==> src/hdl/bsd_pkg.sv <==
package bsd_pkg;

  localparam int MAX_WIDTH  = 1024;
  localparam int MAX_HEIGHT = 512;

  localparam int COL_W  = $clog2(MAX_WIDTH);
  localparam int LINE_W = $clog2(MAX_HEIGHT);
  localparam int BANK_DEPTH = MAX_WIDTH * MAX_HEIGHT;
  localparam int BG_DEPTH   = 2 * BANK_DEPTH;
  localparam int BG_ADDR_W  = 1 + LINE_W + COL_W;

  localparam int PIX_W   = 8;
  localparam int DIFF_W  = 10;
  localparam int COUNT_W = 20;
  localparam logic [COUNT_W-1:0] COUNT_MAX = '1;

  // Configuration field widths.
  localparam int FW_W  = 11;
  localparam int FH_W  = 10;
  localparam int WX_W  = 12;
  localparam int WY_W  = 11;
  localparam int THR_W = 10;
  localparam int UT_W  = 21;

  localparam int CFG_IDX_W  = 3;
  localparam int CFG_DATA_W = 21;

  localparam int IQ_DEPTH = 4;
  localparam int IQ_PTR_W = $clog2(IQ_DEPTH);
  localparam int IQ_CNT_W = IQ_PTR_W + 1;

  typedef enum logic {
    OP_DETECT = 1'b0,
    OP_LOAD   = 1'b1
  } op_t;

  typedef enum logic [CFG_IDX_W-1:0] {
    REG_FRAME_WIDTH      = 3'd0,
    REG_FRAME_HEIGHT     = 3'd1,
    REG_WINDOW_LEFT      = 3'd2,
    REG_WINDOW_TOP       = 3'd3,
    REG_WINDOW_RIGHT     = 3'd4,
    REG_WINDOW_BOTTOM    = 3'd5,
    REG_DIFF_THRESHOLD   = 3'd6,
    REG_UPDATE_THRESHOLD = 3'd7
  } cfg_reg_t;

  typedef struct packed {
    logic [FW_W-1:0]        frame_width;
    logic [FH_W-1:0]        frame_height;
    logic signed [WX_W-1:0] window_left;
    logic signed [WY_W-1:0] window_top;
    logic signed [WX_W-1:0] window_right;
    logic signed [WY_W-1:0] window_bottom;
  } geom_cfg_t;

  typedef struct packed {
    op_t                op;
    logic [PIX_W-1:0]   pixel;
    logic [COL_W-1:0]   col;
    logic [LINE_W-1:0]  line;
    logic               in_window;
    logic               frame_end;
  } item_t;

  typedef struct packed {
    logic               detected;
    logic [COUNT_W-1:0] bright_count;
    logic [COL_W-1:0]   best_x;
    logic [LINE_W-1:0]  best_y;
    logic               background_replaced;
  } result_t;

endpackage

==> src/hdl/bsd_item_queue.sv <==
module bsd_item_queue import bsd_pkg::*; (
  input  logic  clk,
  input  logic  rst,
  input  logic  wr,
  input  item_t wr_item,
  output logic  full,
  input  logic  rd,
  output logic  valid,
  output item_t rd_item
);

  item_t               slots [IQ_DEPTH];
  logic [IQ_PTR_W-1:0] wptr, rptr;
  logic [IQ_CNT_W-1:0] count;

  assign full    = (count == IQ_CNT_W'(IQ_DEPTH));
  assign valid   = (count != '0);
  assign rd_item = slots[rptr];

  always_ff @(posedge clk) begin
    if (wr) begin
      slots[wptr] <= wr_item;
    end
  end

  always_ff @(posedge clk) begin
    if (rst) begin
      wptr  <= '0;
      rptr  <= '0;
      count <= '0;
    end else begin
      if (wr) begin
        wptr <= wptr + IQ_PTR_W'(1);
      end
      if (rd) begin
        rptr <= rptr + IQ_PTR_W'(1);
      end
      case ({wr, rd})
        2'b10:   count <= count + IQ_CNT_W'(1);
        2'b01:   count <= count - IQ_CNT_W'(1);
        default: count <= count;
      endcase
    end
  end

endmodule

==> config.mk <==
export PLATFORM = sky130hd
export DESIGN_NAME = bsd_item_queue
export DESIGN_NICKNAME = d
export VERILOG_FILES = /design/src/hdl/bsd_pkg.sv /design/src/hdl/bsd_item_queue.sv
export SDC_FILE = /design/constraint.sdc
export NUM_CORES = 1
export LEC_CHECK = 0
export BUFFER_PORTS_ARGS = -buffer_cell sky130_fd_sc_hd__buf_2
export CAP_MARGIN = 30
export CORE_MARGIN = 3
export CORE_UTILIZATION = 51
export DETAILED_ROUTE_END_ITERATION = 8
export HOLD_SLACK_MARGIN = 0.1
export PLACE_DENSITY = 0.75
export SYNTH_ARGS = -nofsm -noshare
export SYNTH_HDL_FRONTEND = slang
export SYNTH_SLANG_ARGS = --single-unit
==> constraint.sdc <==
create_clock -name clk -period 1.7 [get_ports clk]
set_input_delay 0.34 -clock clk [delete_from_list [all_inputs] [get_ports clk]]
set_output_delay 0.34 -clock clk [all_outputs]
set_load 0.01 [all_outputs]
* Word-level counts from Yosys, hierarchy flattened
Memories as Yosys holds them, arrays and structs flattened. A register that Yosys moved wholly into a read port is not among the register bits. Index checks and enable logic that the tools add are counted.
Storage, ports and cells: register bits 7, memory bits (writable) 120, bits of input ports 34, output and inout bits 32, word-level logic and storage cells 18, memories 1
Operators by class: $add $sub $neg 4, equal/unequal tests 3, multiplexer cells 5, reduce and logical (&&, ||, !) cells 2
Memory list:
- slots | words 4, bits a word 30, read ports 1, clocked after memory_dff 1, wr ports 1, line bsd_item_queue.sv:12 | item_t slots [IQ_DEPTH];
Operators by type and width (count):
- case mux 3 bit (2 select lines) | 1
- adder 2 x 1 -> 2 bit, second input constant | 2
- two-way mux 2 bit | 2
- adder 3 x 1 -> 3 bit, second input constant | 1
- == test 3 bit, second input constant | 1
- nonzero test 3 bit | 1
- subtractor 3 x 1 -> 3 bit, second input constant | 1
- == test 2 x 1 -> 1 bit, second input constant | 1
- == test 2 bit, second input constant | 1
- two-way mux 1 bit | 2
- nonzero test 2 bit | 1

* Logic depth before layout (Yosys ltp)
word-level depth 3, depth in mapped cells 6, gate-level depth less buffers 6

* Least setup slack after synthesis
No wires, ideal clock.
kind reg-to-reg, start register wptr[0], end memory slots[2][0] in the netlist's numbering, enable pin, setup time 390 ps, data arrival time 1287 ps, path slack 23 ps, stages on the path, launching flop included 4, period minus slack after synthesis 1677 ps, path through dfxtp_1 inv_1 ha_1 and2_1
RTL lines:
- from (decl) | line bsd_item_queue.sv:13 | logic [IQ_PTR_W-1:0] wptr, rptr;
- from (signal assigned) | line bsd_item_queue.sv:33 | wptr <= wptr + IQ_PTR_W'(1);
- to (decl) | line bsd_item_queue.sv:12
No word-level cell before the write port.

==> metrics.cfg <==
[status]
status=finished, violations left
violations=negative setup slack

[setup_path]
critPathMaxStageDelay_ns=0.52
cp-end-kind=primary output
crit_required_ns=1.36
path_buf_inv=2
crit_arrival_ns=1.76
path_cells=buf_16 > mux4_2 > buf_6
critPathLaunchType=register
path_max_fanout=11
critical_path.top_delay_family=multiplexers
worst-setup-path-type=register to primary output
crit_path_top_delay_cell=mux4_2
r2r_slack_ns=0.11

[routing]
vias_per_cell=5.167
vias=2320
drc_errors=0
initialDrtViolationCount=86
drtPass1Iterations=4
drt-total-wl_um=8313
wl_per_cell_um=18.51
drtAntennaViolNets=0

[sta]
worst_pin_slew_ns=0.7925
fmax_mhz=475.8
slew_headroom_pct=47.17
finalSetupTns_ns=-11.55
setup_viol=30
maxSlewViolCount=0
rsz0062_at_grt=yes
fin_ws_ns=-0.4019
worst_clock_skew_ns=0.006548
whs_ns=0.2318
period_share_pct=123.6
layout_min_cycle_time_ns=2.102
hold_viol=0

[placed_design]
place_inst=380
portBuffers=65
dp_slack_ns=-0.04486
placed_cell_area_um2=5356
place_congestion=0.6556

[synthesis]
ys_ff_latch=129
synth_xor_area_share_pct=0.9211
synthTopCellsByCount=edfxtp_1 (120), mux4_2 (30), dfxtp_1 (9)
yosys.area.top_type=edfxtp_1
netlist_instances=199
synth_adder_area_share_pct=1.737
synth_area_leaders=edfxtp_1 (76%), mux4_2 (14%), dfxtp_1 (3.8%), ha_1 (1.3%), buf_6 (0.71%)
async_flop_share_pct=0
synth_mux_area_share_pct=14.63
synth_cell_type_count=19
synth_nets=239
synth.avg_cell_area_um2=23.89
synth_top_family_by_area=multiplexers
synth_top_area_share_pct=75.79
yosysSeqAreaShare_pct=79.58
synth_compound_area_share_pct=0.2105
netlist_area_um2=4755
synth_edf_count=120
synth_most_common_cell=edfxtp_1
synthSimpleGateAreaFrac_pct=1.579
yosysWarnings=0
yosys_most_used_dff=edfxtp_1

[finish]
regArea_um2=3796
post-route-util_pct=72.84
fillers=512
multi_input_area_um2=917.1
drive_gt1_share_pct=45.45
finalNetCount=368
stdcell_count=449
finalInstanceArea_um2=6476
area_delta_synth_final_pct=36.21
insertedDiodeCount=0

[min_path]
hold_path_class=input port to register

[clock_network]
cts_max_level=4
path_clk_slew_ns=0.06
clk_path_buf_depth=2
clock_latency_ns=0.51
cts_tree=built
cts_root_buffer=clkbuf_8
numCtsBuffers=17
cts.sinks=129

[pwr]
powerDensity_nw_per_um2=1269
clkPwrFrac_pct=43.8
peakVddDrop_mv=0.7345
switching_power_mw=1.784
p_comb_share_pct=11.3
power.total_mw=8.216
internal-power_mw=6.432
p_leak_nw=2.323
p_seq_share_pct=45.0
swShare_pct=21.71

[global_route]
grt_pass1_wl_um=12430
antenna_found_initial=0
grt_max_degree=31
track_usage_pct=17.09
grt_pass1_vias=2398
grt_overflow=0

[floorplanning]
fp.dieW_um=102.6
initial_utilization_pct=53.48
rows=34
io_pins=66
die_h_um=102.6
dieArea_um2=10520
core_um2=8891

[run]
drv_cap=0

-- timing repair --
item,CTS,global route
hold buffers,31,0
resized for setup,14,14
pin swaps,1,2
buffers inserted,1,3
setup endpoints to repair,31,32
hold endpoints to repair,126,0
cloned,1,1
-- power by group through the flow --
stage	Sequential (mW)	Combinational, mW	Clock, mW
2_1_floorplan	3.74	0.428	0
3_3_place_gp	3.75	0.725	0
3_5_place_dp	3.76	0.740	0
4_1_cts	3.70	0.861	3.66
5_1_grt	3.71	1.01	3.82
6_report	3.70	0.925	3.59
-- sequential cells by signal (all words and copies together) (netlist names), named ones only --
| signal | count |
|---|---|
| rptr | 2 |
| count | 3 |
| slots | 120 |
| wptr | 2 |
-- routing by layer --
layer | share of wire (%) | GRT usage [%]
met4 | 1.3 | 6.761
met2 | 53 | 27.31
met5 | 0 | 0
met1 | 41 | 21.11
met3 | 5.1 | 6.834
-- worst paths after layout --
kind,startpoint,end,depth (start not counted)
min,rd,rptr[0],4
min reg2reg,count[0],count[0],2
max reg2reg,count[0],count[2],5
max,register,rd_item[19],3
-- kinds of logic after synthesis --
| kind of cell | after synthesis |
|---|---|
| compound gates | 2 |
| xor+xnor | 5 |
| fa+ha+maj | 6 |
| buf+inv | 10 |
| flops | 129 |
| mux | 32 |
| simple gates | 15 |
-- layout make-up --
| cell class | count | share of cell area (%) |
|---|---|---|
| clock buffers | 19 | 6.511 |
| clock inverters | 13 | 2.705 |
| inverters | 3 | 0.1739 |
| multi-input cells | 60 | 14.16 |
| well taps | 108 | 2.087 |
| repair buffers | 117 | 15.75 |
| flip-flops and latches | 129 | 58.62 |
-- cell usage in the layout, fill, tap and decap left out, drive strengths merged, types with 2 or more instances in the layout --
| cell type | instances |
|---|---|
| edfxtp | 120 |
| buf | 85 |
| dlygate4sd3 | 31 |
| mux4 | 30 |
| clkbuf | 20 |
| dfxtp | 9 |
| inv | 8 |
| nor2 | 7 |
| ha | 5 |
| and2 | 4 |
| clkinv | 4 |
| xnor2 | 3 |
| bufinv | 3 |
| or3 | 2 |
| xor2 | 2 |
| mux2i | 2 |
-- worst register-to-register path, delay by kind of cell (launching register included) --
kind	cells	cell delay (ns)
xor gates and xnor gates	1	0.15
AOI/OAI and AO/OA	1	0.15
and+or+nand+nor	1	0.31
DFF	1	0.35
buffers and inverters	1	0.13
adders and majority gates	1	0.43
No activity file was read; power rests on OpenSTA's default activity.
