<file path="src/hdl/bsd_pkg.sv">
package bsd_pkg;

  localparam int MAX_WIDTH  = 1024;
  localparam int MAX_HEIGHT = 512;

  localparam int COL_W  = $clog2(MAX_WIDTH);
  localparam int LINE_W = $clog2(MAX_HEIGHT);
  localparam int BANK_DEPTH = MAX_WIDTH * MAX_HEIGHT;
  localparam int BG_DEPTH   = 2 * BANK_DEPTH;
  localparam int BG_ADDR_W  = 1 + LINE_W + COL_W;

  localparam int PIX_W   = 8;
  localparam int DIFF_W  = 10;
  localparam int COUNT_W = 20;
  localparam logic [COUNT_W-1:0] COUNT_MAX = '1;

  // Configuration field widths.
  localparam int FW_W  = 11;
  localparam int FH_W  = 10;
  localparam int WX_W  = 12;
  localparam int WY_W  = 11;
  localparam int THR_W = 10;
  localparam int UT_W  = 21;

  localparam int CFG_IDX_W  = 3;
  localparam int CFG_DATA_W = 21;

  localparam int IQ_DEPTH = 4;
  localparam int IQ_PTR_W = $clog2(IQ_DEPTH);
  localparam int IQ_CNT_W = IQ_PTR_W + 1;

  typedef enum logic {
    OP_DETECT = 1'b0,
    OP_LOAD   = 1'b1
  } op_t;

  typedef enum logic [CFG_IDX_W-1:0] {
    REG_FRAME_WIDTH      = 3'd0,
    REG_FRAME_HEIGHT     = 3'd1,
    REG_WINDOW_LEFT      = 3'd2,
    REG_WINDOW_TOP       = 3'd3,
    REG_WINDOW_RIGHT     = 3'd4,
    REG_WINDOW_BOTTOM    = 3'd5,
    REG_DIFF_THRESHOLD   = 3'd6,
    REG_UPDATE_THRESHOLD = 3'd7
  } cfg_reg_t;

  typedef struct packed {
    logic [FW_W-1:0]        frame_width;
    logic [FH_W-1:0]        frame_height;
    logic signed [WX_W-1:0] window_left;
    logic signed [WY_W-1:0] window_top;
    logic signed [WX_W-1:0] window_right;
    logic signed [WY_W-1:0] window_bottom;
  } geom_cfg_t;

  typedef struct packed {
    op_t                op;
    logic [PIX_W-1:0]   pixel;
    logic [COL_W-1:0]   col;
    logic [LINE_W-1:0]  line;
    logic               in_window;
    logic               frame_end;
  } item_t;

  typedef struct packed {
    logic               detected;
    logic [COUNT_W-1:0] bright_count;
    logic [COL_W-1:0]   best_x;
    logic [LINE_W-1:0]  best_y;
    logic               background_replaced;
  } result_t;

endpackage

</file>
<file path="src/hdl/bsd_front.sv">
module bsd_front import bsd_pkg::*; (
  input  logic             clk,
  input  logic             rst,
  input  geom_cfg_t        cfg,
  input  logic             accept,
  input  logic             operation,
  input  logic [PIX_W-1:0] pixel,
  output item_t            item
);

  logic [COL_W-1:0]  col, col_next;
  logic [LINE_W-1:0] line, line_next;
  logic [FW_W-1:0]   w, l, r, col_ext;
  logic [FH_W-1:0]   h, t, b, line_ext;
  logic              col_wrap, line_wrap;

  always_comb begin
    // Out-of-range frame sizes are clamped to one and to the maximum.
    if (cfg.frame_width == '0) begin
      w = FW_W'(1);
    end else if (cfg.frame_width > FW_W'(MAX_WIDTH)) begin
      w = FW_W'(MAX_WIDTH);
    end else begin
      w = cfg.frame_width;
    end
    if (cfg.frame_height == '0) begin
      h = FH_W'(1);
    end else if (cfg.frame_height > FH_W'(MAX_HEIGHT)) begin
      h = FH_W'(MAX_HEIGHT);
    end else begin
      h = cfg.frame_height;
    end

    // Window bounds outside the frame fall back to the frame edges.
    l = (cfg.window_left[WX_W-1] || (cfg.window_left[FW_W-1:0] > w)) ?
        '0 : cfg.window_left[FW_W-1:0];
    r = (cfg.window_right[WX_W-1] || (cfg.window_right[FW_W-1:0] > w)) ?
        w : cfg.window_right[FW_W-1:0];
    t = (cfg.window_top[WY_W-1] || (cfg.window_top[FH_W-1:0] > h)) ?
        '0 : cfg.window_top[FH_W-1:0];
    b = (cfg.window_bottom[WY_W-1] || (cfg.window_bottom[FH_W-1:0] > h)) ?
        h : cfg.window_bottom[FH_W-1:0];

    col_ext  = FW_W'(col);
    line_ext = FH_W'(line);

    col_wrap  = (col_ext + FW_W'(1)) >= w;
    line_wrap = (line_ext + FH_W'(1)) >= h;

    col_next  = col_wrap ? '0 : col + COL_W'(1);
    line_next = line;
    if (col_wrap) begin
      line_next = line_wrap ? '0 : line + LINE_W'(1);
    end

    item.op        = op_t'(operation);
    item.pixel     = pixel;
    item.col       = col;
    item.line      = line;
    item.in_window = (col_ext >= l) && (col_ext < r) && (line_ext >= t) && (line_ext < b);
    item.frame_end = col_wrap && line_wrap;
  end

  always_ff @(posedge clk) begin
    if (rst) begin
      col  <= '0;
      line <= '0;
    end else if (accept) begin
      col  <= col_next;
      line <= line_next;
    end
  end

endmodule

</file>
<file path="config.mk">
export PLATFORM = sky130hd
export DESIGN_NAME = bsd_front
export DESIGN_NICKNAME = d
export VERILOG_FILES = /design/src/hdl/bsd_pkg.sv /design/src/hdl/bsd_front.sv
export SDC_FILE = /design/constraint.sdc
export NUM_CORES = 1
export LEC_CHECK = 0
export ABC_CLOCK_PERIOD_IN_PS = 7200
export BUFFER_PORTS_ARGS = -buffer_cell sky130_fd_sc_hd__buf_2
export CAP_MARGIN = 20
export CORE_MARGIN = 8
export CORE_UTILIZATION = 35
export DETAILED_ROUTE_END_ITERATION = 10
export GPL_TIMING_DRIVEN = 0
export SLEW_MARGIN = 20
export SYNTH_ARGS = -nofsm -noshare
export SYNTH_HDL_FRONTEND = slang
export SYNTH_SLANG_ARGS = --single-unit
</file>
<file path="constraint.sdc">
create_clock -name clk -period 7.2 [get_ports clk]
set_input_delay 1.44 -clock clk [delete_from_list [all_inputs] [get_ports clk]]
set_output_delay 1.44 -clock clk [all_outputs]
set_load 0.02 [all_outputs]
</file>
# Word-level counts from Yosys, hierarchy flattened
# Index checks and enable logic that the tools add are counted.
dict set report classes {
  add_sub_neg 4
  n_lt_le_gt_ge 12
  n_mux 10
  n_reduce_logical 11
}
# op count
set op_table {}
lappend op_table {{two-way mux 10 bit} 5}
lappend op_table {{two-way mux 11 bit} 4}
lappend op_table {{> comparator 11 bit} 2}
lappend op_table {{> comparator 10 bit} 2}
lappend op_table {{adder 10 x 1 -> 11 bit (second input constant)} 1}
lappend op_table {{greater-or-equal comparator 10 x 11 -> 1 bit} 1}
lappend op_table {{greater-or-equal comparator 11 bit} 1}
lappend op_table {{> comparator 11 bit (second input constant)} 1}
lappend op_table {{zero test 11 bit} 1}
lappend op_table {{< comparator 10 x 11 -> 1 bit} 1}
lappend op_table {{adder 10 x 1 -> 10 bit (second input constant)} 1}
lappend op_table {{adder 9 x 1 -> 10 bit (second input constant)} 1}
lappend op_table {{greater-or-equal comparator 10 bit} 1}
lappend op_table {{greater-or-equal comparator 9 x 10 -> 1 bit} 1}
lappend op_table {{> comparator 10 bit (second input constant)} 1}
lappend op_table {{zero test 10 bit} 1}
lappend op_table {{< comparator 9 x 10 -> 1 bit} 1}
lappend op_table {{adder 9 x 1 -> 9 bit (second input constant)} 1}
lappend op_table {{two-way mux 9 bit} 1}
lappend op_table {{logical AND 1 bit} 4}
lappend op_table {{logical OR 1 bit} 4}
lappend op_table {{AND reduction 2 bit} 1}
dict set report totals {
  register_bits 19
  in_bits 79
  output_inout_bits 30
  word_cells 39
}

# Depth between registers and ports, before layout
# Gate-level depths: netlist of the first run.
dict set report depth {
  ltp_word 10
  mapped_depth 21
  depth_no_buf 20
}

# Least setup slack after synthesis of the first run
# No wires, ideal clock.
dict set report synth_path {
  kind {input to output}
  start {input cfg[60] in the netlist's numbering}
  end {output item[1] in the netlist's numbering}
  arrival_ns 5.188
  required_time_ns 5.760
  slack_ns 0.572
  stages 21
  path_buffers 1
  cell_sequence {nor4_1 nand3_1 o21ai_0 nand2_1 ha_1 nand4_1 a21oi_1 a2111oi_0 o21ai_0 o31ai_1 clkbuf_1 and2_1 ha_1 nand2b_1 a21o_1 a21oi_1 o21ai_0 a21o_1 a2111oi_0 a2111oi_0 and3_1}
}
# element line
set synth_lines {}
lappend synth_lines {{start, declared} bsd_front.sv:4} ;# input geom_cfg_t cfg,
lappend synth_lines {{end, declared} bsd_front.sv:8} ;# output item_t item

==> impl_metrics.yaml, run 1 <==
run_status:
  run_status: "finished clean"
power:
  power_per_cell_area_nw_per_um2: 86.0
  max-vdd-ir-drop_mv: 0.0541
  p_leak_nw: 2.34
route:
  dr_total_vias: 4011
  final_antenna_net_count: 0
  routedWlPerCell_um: 16.1
  detail_route.vias_per_cell: 5.45
  first_iter_violations: 216
  wl_mm: 11.8
  drtPass1Iterations: 5
  drc_errors: 0
die:
  initial_standard_cell_utilization_of_the_core: 0.355
  die-height_um: 120
  die_w_um: 120
  coreArea_um2: 10700
  boundaryPins: 109
  std_cell_rows: 38
  design.die.area_um2: 14400
clocking:
  cts.path.max_buffers: 2
  cts_tree: "built"
  total_clock_buffers_created_by_cts: 3
  clkLatencyLatePin_ns: 0.25
  htree_num_levels: 1
  clock_tree.root_cell: "sky130_fd_sc_hd__clkbuf_8"
  worst_setup_hold_path_clk_slew_ns: 0.07
  cts.sinks: 19
setup_path:
  cp_data_required_time_ns: 5.76
  critical_path.max_stage_delay_ns: 0.34
  endpoint_kind: "primary output"
  setup.worst_path.start_class: "input port"
  setup.worst_path.class: "in -> out"
  critical_path_peak_fanout: 4
  cell_chain_critical_path: "buf_2, nor4_2, nand3_1, o21ai_2, nand2_2, ha_4, nand4_1, a21oi_2, a2111oi_2, o21ai_0, o31ai_1, buf_4, and2_1, ha_1, nand2b_1, a21o_1, a21oi_1, o21ai_0, a21o_1, a2111oi_2, a2111oi_0, and3_1, buf_4"
  critical_path.top_delay_family: "compound AO/OA/AOI/OAI gates"
  arrival_ns: 5.49
  slowest_stage: "sky130_fd_sc_hd__a2111oi_2"
  path_buf_inv: 3
layout:
  area.sequential_um2: 380
  layout-drive-gt1-share: 0.233
  antennaDiodeCount: 0
  synthToLayoutAreaGrowth_pct: 21.2
  layout.core_utilization: 0.430
  final_design_area_no_fill_um2: 4600
  multi_input_comb_area_um2: 3290
  fill_cells: 1147
  final_net_count: 777
sta:
  timing_hold_violations_final: 0
  min_period_ns: 6.93
  report.final.setup_viol: 0
  layout_worst_path_cycle_share: 0.962
  post-route-worst-setup-slack_ns: 0.274
  maxSlewViolCount: 0
  skew_ns: 0.00262
  timing_worst_slew_pin_value_ns: 0.704
  maxClockFrequency_mhz: 144
  maxSlewHeadroom: 0.530
synth:
  synth_top_area_frac: 0.333
  mappedNetlistNets: 670
  synthCells: 490
  synth_area_um2: 3790
  yosys_register_bits: 19
  synth-seq-area-share: 0.100
  netlist-cell-type-count: 52
  netlist_top_cells_area: "sky130_fd_sc_hd__ha_1 33%, sky130_fd_sc_hd__dfxtp_1 10%, sky130_fd_sc_hd__a21oi_1 5.9%"
  synth_top_area_cell: "sky130_fd_sc_hd__ha_1"
  ys.flop_type: "sky130_fd_sc_hd__dfxtp_1"
  syn-mean-instance-area_um2: 7.74
  async_reset_ff_frac: 0
  synth_enable_flop_cells: 0
  yosysWarningCount: 0
place:
  place.port_buffers: 99
  place_area_um2: 4470
  place.gp.congestion: 0.927
  dpl_worst_slack_ns: -0.418
  post-dp-hpwl_mm: 10.2
flow_run:
  cap_violations: 0
global_route:
  grt_pass1_wl_mm: 19.3
  overflow: 0
  grtUsageTotal: 0.162
  vias_in_the_first_global_route: 4068
  grt_start_max_net_pins: 12
  initial_antenna_violation_count: 0
min_path:
  worstHoldPathType: "reg -> reg"
through the flow:
step	hold slack, ns	std cells	total power [mW]	TNS (ns)
3_3_place_gp	0.574	729	0.308	-0.380
6_report	0.594	736	0.395	0
2_1_floorplan	0.594	490	0.247	0
3_5_place_dp	0.582	729	0.314	-0.418
5_1_grt	0.612	736	0.432	-0.0340
4_1_cts	0.596	735	0.392	0
flip-flops by register name (all words and copies together) (netlist names):
signal  flops
col        10
line        9
synth_stat cells, types with 2 or more instances:
library cell / n
sky130_fd_sc_hd__dfxtp_1: 19
sky130_fd_sc_hd__a21o_1: 16
sky130_fd_sc_hd__nand4b_1: 3
sky130_fd_sc_hd__a22o_1: 2
sky130_fd_sc_hd__o21a_1: 6
sky130_fd_sc_hd__or3_1: 6
sky130_fd_sc_hd__nor4_1: 4
sky130_fd_sc_hd__nor3_1: 6
sky130_fd_sc_hd__xnor2_1: 6
sky130_fd_sc_hd__or3b_1: 3
sky130_fd_sc_hd__a2111oi_0: 4
sky130_fd_sc_hd__a31o_2: 3
sky130_fd_sc_hd__clkbuf_1: 8
sky130_fd_sc_hd__nand4_1: 9
sky130_fd_sc_hd__mux2i_1: 4
sky130_fd_sc_hd__buf_4: 10
sky130_fd_sc_hd__nand2_1: 59
sky130_fd_sc_hd__o22ai_1: 3
sky130_fd_sc_hd__nor2b_1: 12
sky130_fd_sc_hd__nand3b_1: 4
sky130_fd_sc_hd__nand2b_1: 11
sky130_fd_sc_hd__a31oi_1: 9
sky130_fd_sc_hd__a211oi_1: 5
sky130_fd_sc_hd__and3_1: 11
sky130_fd_sc_hd__a21oi_1: 45
sky130_fd_sc_hd__nand3_1: 17
sky130_fd_sc_hd__o211ai_1: 4
sky130_fd_sc_hd__and2_1: 3
sky130_fd_sc_hd__inv_1: 16
sky130_fd_sc_hd__o21ai_0: 23
sky130_fd_sc_hd__nor4b_1: 3
sky130_fd_sc_hd__xor2_1: 8
sky130_fd_sc_hd__o31ai_1: 4
sky130_fd_sc_hd__nor2_1: 26
sky130_fd_sc_hd__ha_1: 101
worst paths after layout:
path / start / end / slack [ns] / cells past startpoint
worst max-delay path: cfg[60] / item[1] / 0.27 / 23
worst min-delay path: col[8]$_SDFFE_PP0P_ / col[8]$_SDFFE_PP0P_ / 0.59 / 2
worst max register to register: col[1]$_SDFFE_PP0P_ / line[2]$_SDFFE_PP0P_ / 3.61 / 14
worst min register to register: col[8]$_SDFFE_PP0P_ / col[8]$_SDFFE_PP0P_ / 0.59 / 2
cell usage in the layout, fill, tap and decap left out, types with 3 or more instances in the layout:
cell	instances
sky130_fd_sc_hd__a211oi_1	5
sky130_fd_sc_hd__a21o_1	16
sky130_fd_sc_hd__a21oi_1	42
sky130_fd_sc_hd__a21oi_2	4
sky130_fd_sc_hd__a31o_2	3
sky130_fd_sc_hd__a31oi_1	9
sky130_fd_sc_hd__and2_1	3
sky130_fd_sc_hd__and3_1	11
sky130_fd_sc_hd__buf_2	100
sky130_fd_sc_hd__buf_4	17
sky130_fd_sc_hd__clkbuf_1	5
sky130_fd_sc_hd__clkbuf_8	3
sky130_fd_sc_hd__dfxtp_1	19
sky130_fd_sc_hd__ha_1	100
sky130_fd_sc_hd__inv_1	16
sky130_fd_sc_hd__mux2i_1	4
sky130_fd_sc_hd__nand2_1	58
sky130_fd_sc_hd__nand2b_1	11
sky130_fd_sc_hd__nand3_1	17
sky130_fd_sc_hd__nand3b_1	4
sky130_fd_sc_hd__nand4_1	9
sky130_fd_sc_hd__nand4b_1	3
sky130_fd_sc_hd__nor2_1	26
sky130_fd_sc_hd__nor2b_1	12
sky130_fd_sc_hd__nor3_1	6
sky130_fd_sc_hd__nor4_1	3
sky130_fd_sc_hd__nor4b_1	3
sky130_fd_sc_hd__o211ai_1	4
sky130_fd_sc_hd__o21a_1	6
sky130_fd_sc_hd__o21ai_0	22
sky130_fd_sc_hd__o22ai_1	3
sky130_fd_sc_hd__o31ai_1	4
sky130_fd_sc_hd__or3_1	6
sky130_fd_sc_hd__or3b_1	3
sky130_fd_sc_hd__xnor2_1	6
sky130_fd_sc_hd__xor2_1	8
worst reg2reg max path: stages (launching register included):
cell and delay (ns):
sky130_fd_sc_hd__dfxtp_1 0.51, sky130_fd_sc_hd__ha_1 0.28, sky130_fd_sc_hd__and3_1 0.24, sky130_fd_sc_hd__and3_1 0.27, sky130_fd_sc_hd__nand3_1 0.14, sky130_fd_sc_hd__xnor2_1 0.17, sky130_fd_sc_hd__ha_1 0.32, sky130_fd_sc_hd__o21a_1 0.11
sky130_fd_sc_hd__o21a_1 0.16, sky130_fd_sc_hd__o21a_1 0.16, sky130_fd_sc_hd__o22ai_1 0.17, sky130_fd_sc_hd__a21oi_2 0.10, sky130_fd_sc_hd__a21oi_1 0.60, sky130_fd_sc_hd__a22oi_1 0.18, sky130_fd_sc_hd__o21ai_0 0.10
timing repair:
action                     CTS  global route
buffers inserted             2             2
pin swaps                    0             3
hold buffers                 0             0
setup endpoints to repair    1             1
gates resized for setup      5            20
cells by family (layout without fill, tap and decap cells):
group / count (synthesis) / count (layout) / share of synthesized area
compound gates: 134 / 134 / 0.229
simple gates: 181 / 181 / 0.247
buf+inv: 36 / 142 / 0.0455
xor+xnor: 14 / 14 / 0.0323
mux: 5 / 5 / 0.0135
flops: 19 / 19 / 0.100
fa+ha+maj: 101 / 101 / 0.333
layout make-up:
| cell class | instances | area share |
|---|---|---|
| buffer | 18 | 0.0250 |
| timing repair buffer | 103 | 0.115 |
| inverter | 17 | 0.0139 |
| tap | 140 | 0.0381 |
| clock buffer | 4 | 0.00980 |
| sequential | 19 | 0.0827 |
| multi-input combinational | 435 | 0.716 |
layer usage:
layer  wire length (um)  global-route usage  vias to the layer above  share of wire
li1                   -                   -                     2037              -
met1               5250               0.195                     1841           0.44
met2               5660               0.286                      121           0.48
met3                745              0.0380                       12          0.063
met4                169              0.0320                        0          0.014
met5                  0                   0                        -              0
report_power, final:
| part | internal, mW | leakage (nW) | switching [mW] |
|---|---|---|---|
| clock network | 0.0393 | 0.0228 | 0.0353 |
| registers | 0.107 | 0.153 | 0.00391 |
| logic | 0.0950 | 2.16 | 0.115 |
Note: power is estimated with default switching activity, not from simulation.
==> run 2, diff against run 1 <==
- CORE_MARGIN: 8 -> 1.5
- GPL_TIMING_DRIVEN: 0 -> not set
==> run 2 against run 1 <==
  * Worst setup slack improved by 0.10 ns
  * Non-clock buffer count decreased by 24
  * Final cell count decreased by 3.8%
  * Clock power decreased by 2%
  * Sequential cell count unchanged
  * Hold slack got worse by 0.013 ns
  * Via count decreased by 2.3%
  * Critical endpoint unchanged
==> impl_metrics.yaml, run 2 (same netlist as run 1, synthesis figures left out) <==
layout:
  synthToLayoutAreaGrowth_pct: 17.1
  fill_cells: 1081
  max_reg_flops: 10
  layout_commonest_cell: "sky130_fd_sc_hd__ha_1"
  regs_by_ff_count: "col (10), line (9)"
  final_net_count: 753
  max_flop_register: "col"
  layout-drive-gt1-share: 0.201
  instances_no_fill: 708
  layout.cells.most_common_list: "101 x sky130_fd_sc_hd__ha_1, 90 x sky130_fd_sc_hd__buf_2, 59 x sky130_fd_sc_hd__nand2_1"
  antennaDiodeCount: 0
  final_design_area_no_fill_um2: 4440
route:
  first_iter_violations: 212
  highest_layer: "met4"
  drtPass1Iterations: 4
  wl_met3_um: 457
  routedWlPerCell_um: 15.7
  met2_length_mm: 5.29
  wl_mm: 11.1
  dr_total_vias: 3919
  wl_met1_mm: 5.26
  final_antenna_net_count: 0
  detail_route.vias_per_cell: 5.54
  drc_errors: 0
clocking:
  cts.path.max_buffers: 2
  postCtsHoldBufs: 0
  clock_tree.root_cell: "sky130_fd_sc_hd__clkbuf_8"
  cts_tree: "built"
  total_clock_buffers_created_by_cts: 3
  cts.sinks: 19
  clkLatencyLatePin_ns: 0.25
  htree_num_levels: 1
  worst_setup_hold_path_clk_slew_ns: 0.07
setup_path:
  setup.worst_path.start_class: "input port"
  critical_path_peak_fanout: 3
  endpoint_kind: "primary output"
  cp_data_required_time_ns: 5.76
  arrival_ns: 5.39
  setup.worst_path.class: "in -> out"
global_route:
  initial_antenna_violation_count: 0
  grt_start_max_net_pins: 16
  grt_pass1_wl_mm: 18.3
  vias_in_the_first_global_route: 3878
  grtUsageTotal: 0.196
  overflow: 0
place:
  place_area_um2: 4350
  place.port_buffers: 90
  post-dp-hpwl_mm: 9.68
  placedCellCount: 703
  place.gp.congestion: 0.902
power:
  fin_total_pwr_mw: 0.386
  p_leak_nw: 2.25
  power_per_cell_area_nw_per_um2: 86.9
  max-vdd-ir-drop_mv: 0.0478
die:
  design.die.area_um2: 11500
  die-height_um: 107
  initial_standard_cell_utilization_of_the_core: 0.364
  coreArea_um2: 10400
  die_w_um: 107
  boundaryPins: 109
  std_cell_rows: 37
sta:
  maxClockFrequency_mhz: 147
  maxSlewViolCount: 0
  timing_hold_violations_final: 0
  timing_worst_slew_pin_value_ns: 0.724
  skew_ns: 0.00237
  layout_worst_path_cycle_share: 0.948
  report.final.setup_viol: 0
  min_period_ns: 6.83
  rsz0062_at_grt: "false"
  final.setup.tns_ns: 0
  maxSlewHeadroom: 0.514
run_status:
  run_status: "finished clean"
flow_run:
  cap_violations: 0
min_path:
  worstHoldPathType: "reg -> reg"
-- run 2: stage by stage --
step | util | worst slack (ns) | hold slack (ns)
floorplan | - | 0.572 | 0.594
global placement | 0.418 | 0.242 | 0.562
detailed placement | 0.418 | 0.0898 | 0.576
CTS | 0.422 | 0.0736 | 0.586
global route | 0.427 | 0.0154 | 0.635
finish | 0.427 | 0.374 | 0.581
-- run 2: worst max-delay path, cell delays in order --
cell and delay (ns):
sky130_fd_sc_hd__buf_2 0.12, sky130_fd_sc_hd__nor4_2 0.27, sky130_fd_sc_hd__nand3_1 0.12, sky130_fd_sc_hd__o21ai_1 0.17, sky130_fd_sc_hd__nand2_1 0.14, sky130_fd_sc_hd__ha_1 0.35
sky130_fd_sc_hd__nand4_1 0.15, sky130_fd_sc_hd__a21oi_1 0.07, sky130_fd_sc_hd__a2111oi_2 0.31, sky130_fd_sc_hd__o21ai_1 0.09, sky130_fd_sc_hd__o31ai_1 0.12, sky130_fd_sc_hd__and2_1 0.20
sky130_fd_sc_hd__ha_1 0.23, sky130_fd_sc_hd__nand2b_1 0.15, sky130_fd_sc_hd__a21o_1 0.18, sky130_fd_sc_hd__a21oi_1 0.13, sky130_fd_sc_hd__o21ai_0 0.11, sky130_fd_sc_hd__a21o_1 0.21
sky130_fd_sc_hd__a2111oi_2 0.35, sky130_fd_sc_hd__a2111oi_0 0.09, sky130_fd_sc_hd__and3_1 0.21, sky130_fd_sc_hd__buf_2 0.16
-- run 2: repair_timing --
item / 4_1_cts / 5_1_grt
hold endpoints to repair: 0 / 0
setup buffers: 0 / 1
resized for setup: 0 / 9
endpoints found under the setup margin: 0 / 1
-- run 2: per-layer routing --
metal / vias to the layer above / track usage
li1: 1988 / -
met1: 1838 / 0.260
met2: 83 / 0.345
met3: 10 / 0.0188
met4: 0 / 0.0371
met5: - / 0
-- run 2: layout make-up --
type	count	area (um2)	area share
Clock inverter	1	5.00	0.00113
Timing Repair Buffer	97	515	0.116
Multi-Input combinational cell	435	3270	0.735
Tap cell	136	170	0.0383
Clock buffer	3	41.3	0.00929
Inverter	17	63.8	0.0144
Sequential cell	19	380	0.0856
-- run 2: path summary, 6_finish.rpt --
check | from | slack, ns | endpoint | cells after the start
worst max-delay path | cfg[60] | 0.37 | item[1] | 22
worst max register to register | col[0]$_SDFFE_PP0P_ | 3.35 | line[2]$_SDFFE_PP0P_ | 14
worst min register to register | col[1]$_SDFFE_PP0P_ | 0.58 | col[1]$_SDFFE_PP0P_ | 2
worst min-delay path | col[1]$_SDFFE_PP0P_ | 0.58 | col[1]$_SDFFE_PP0P_ | 2
-- run 2: where the power goes --
part	internal (mW)	total [mW]	switching, mW
Clock	0.0384	0.0733	0.0349
Combinational	0.0898	0.202	0.112
Sequential	0.107	0.110	0.00372
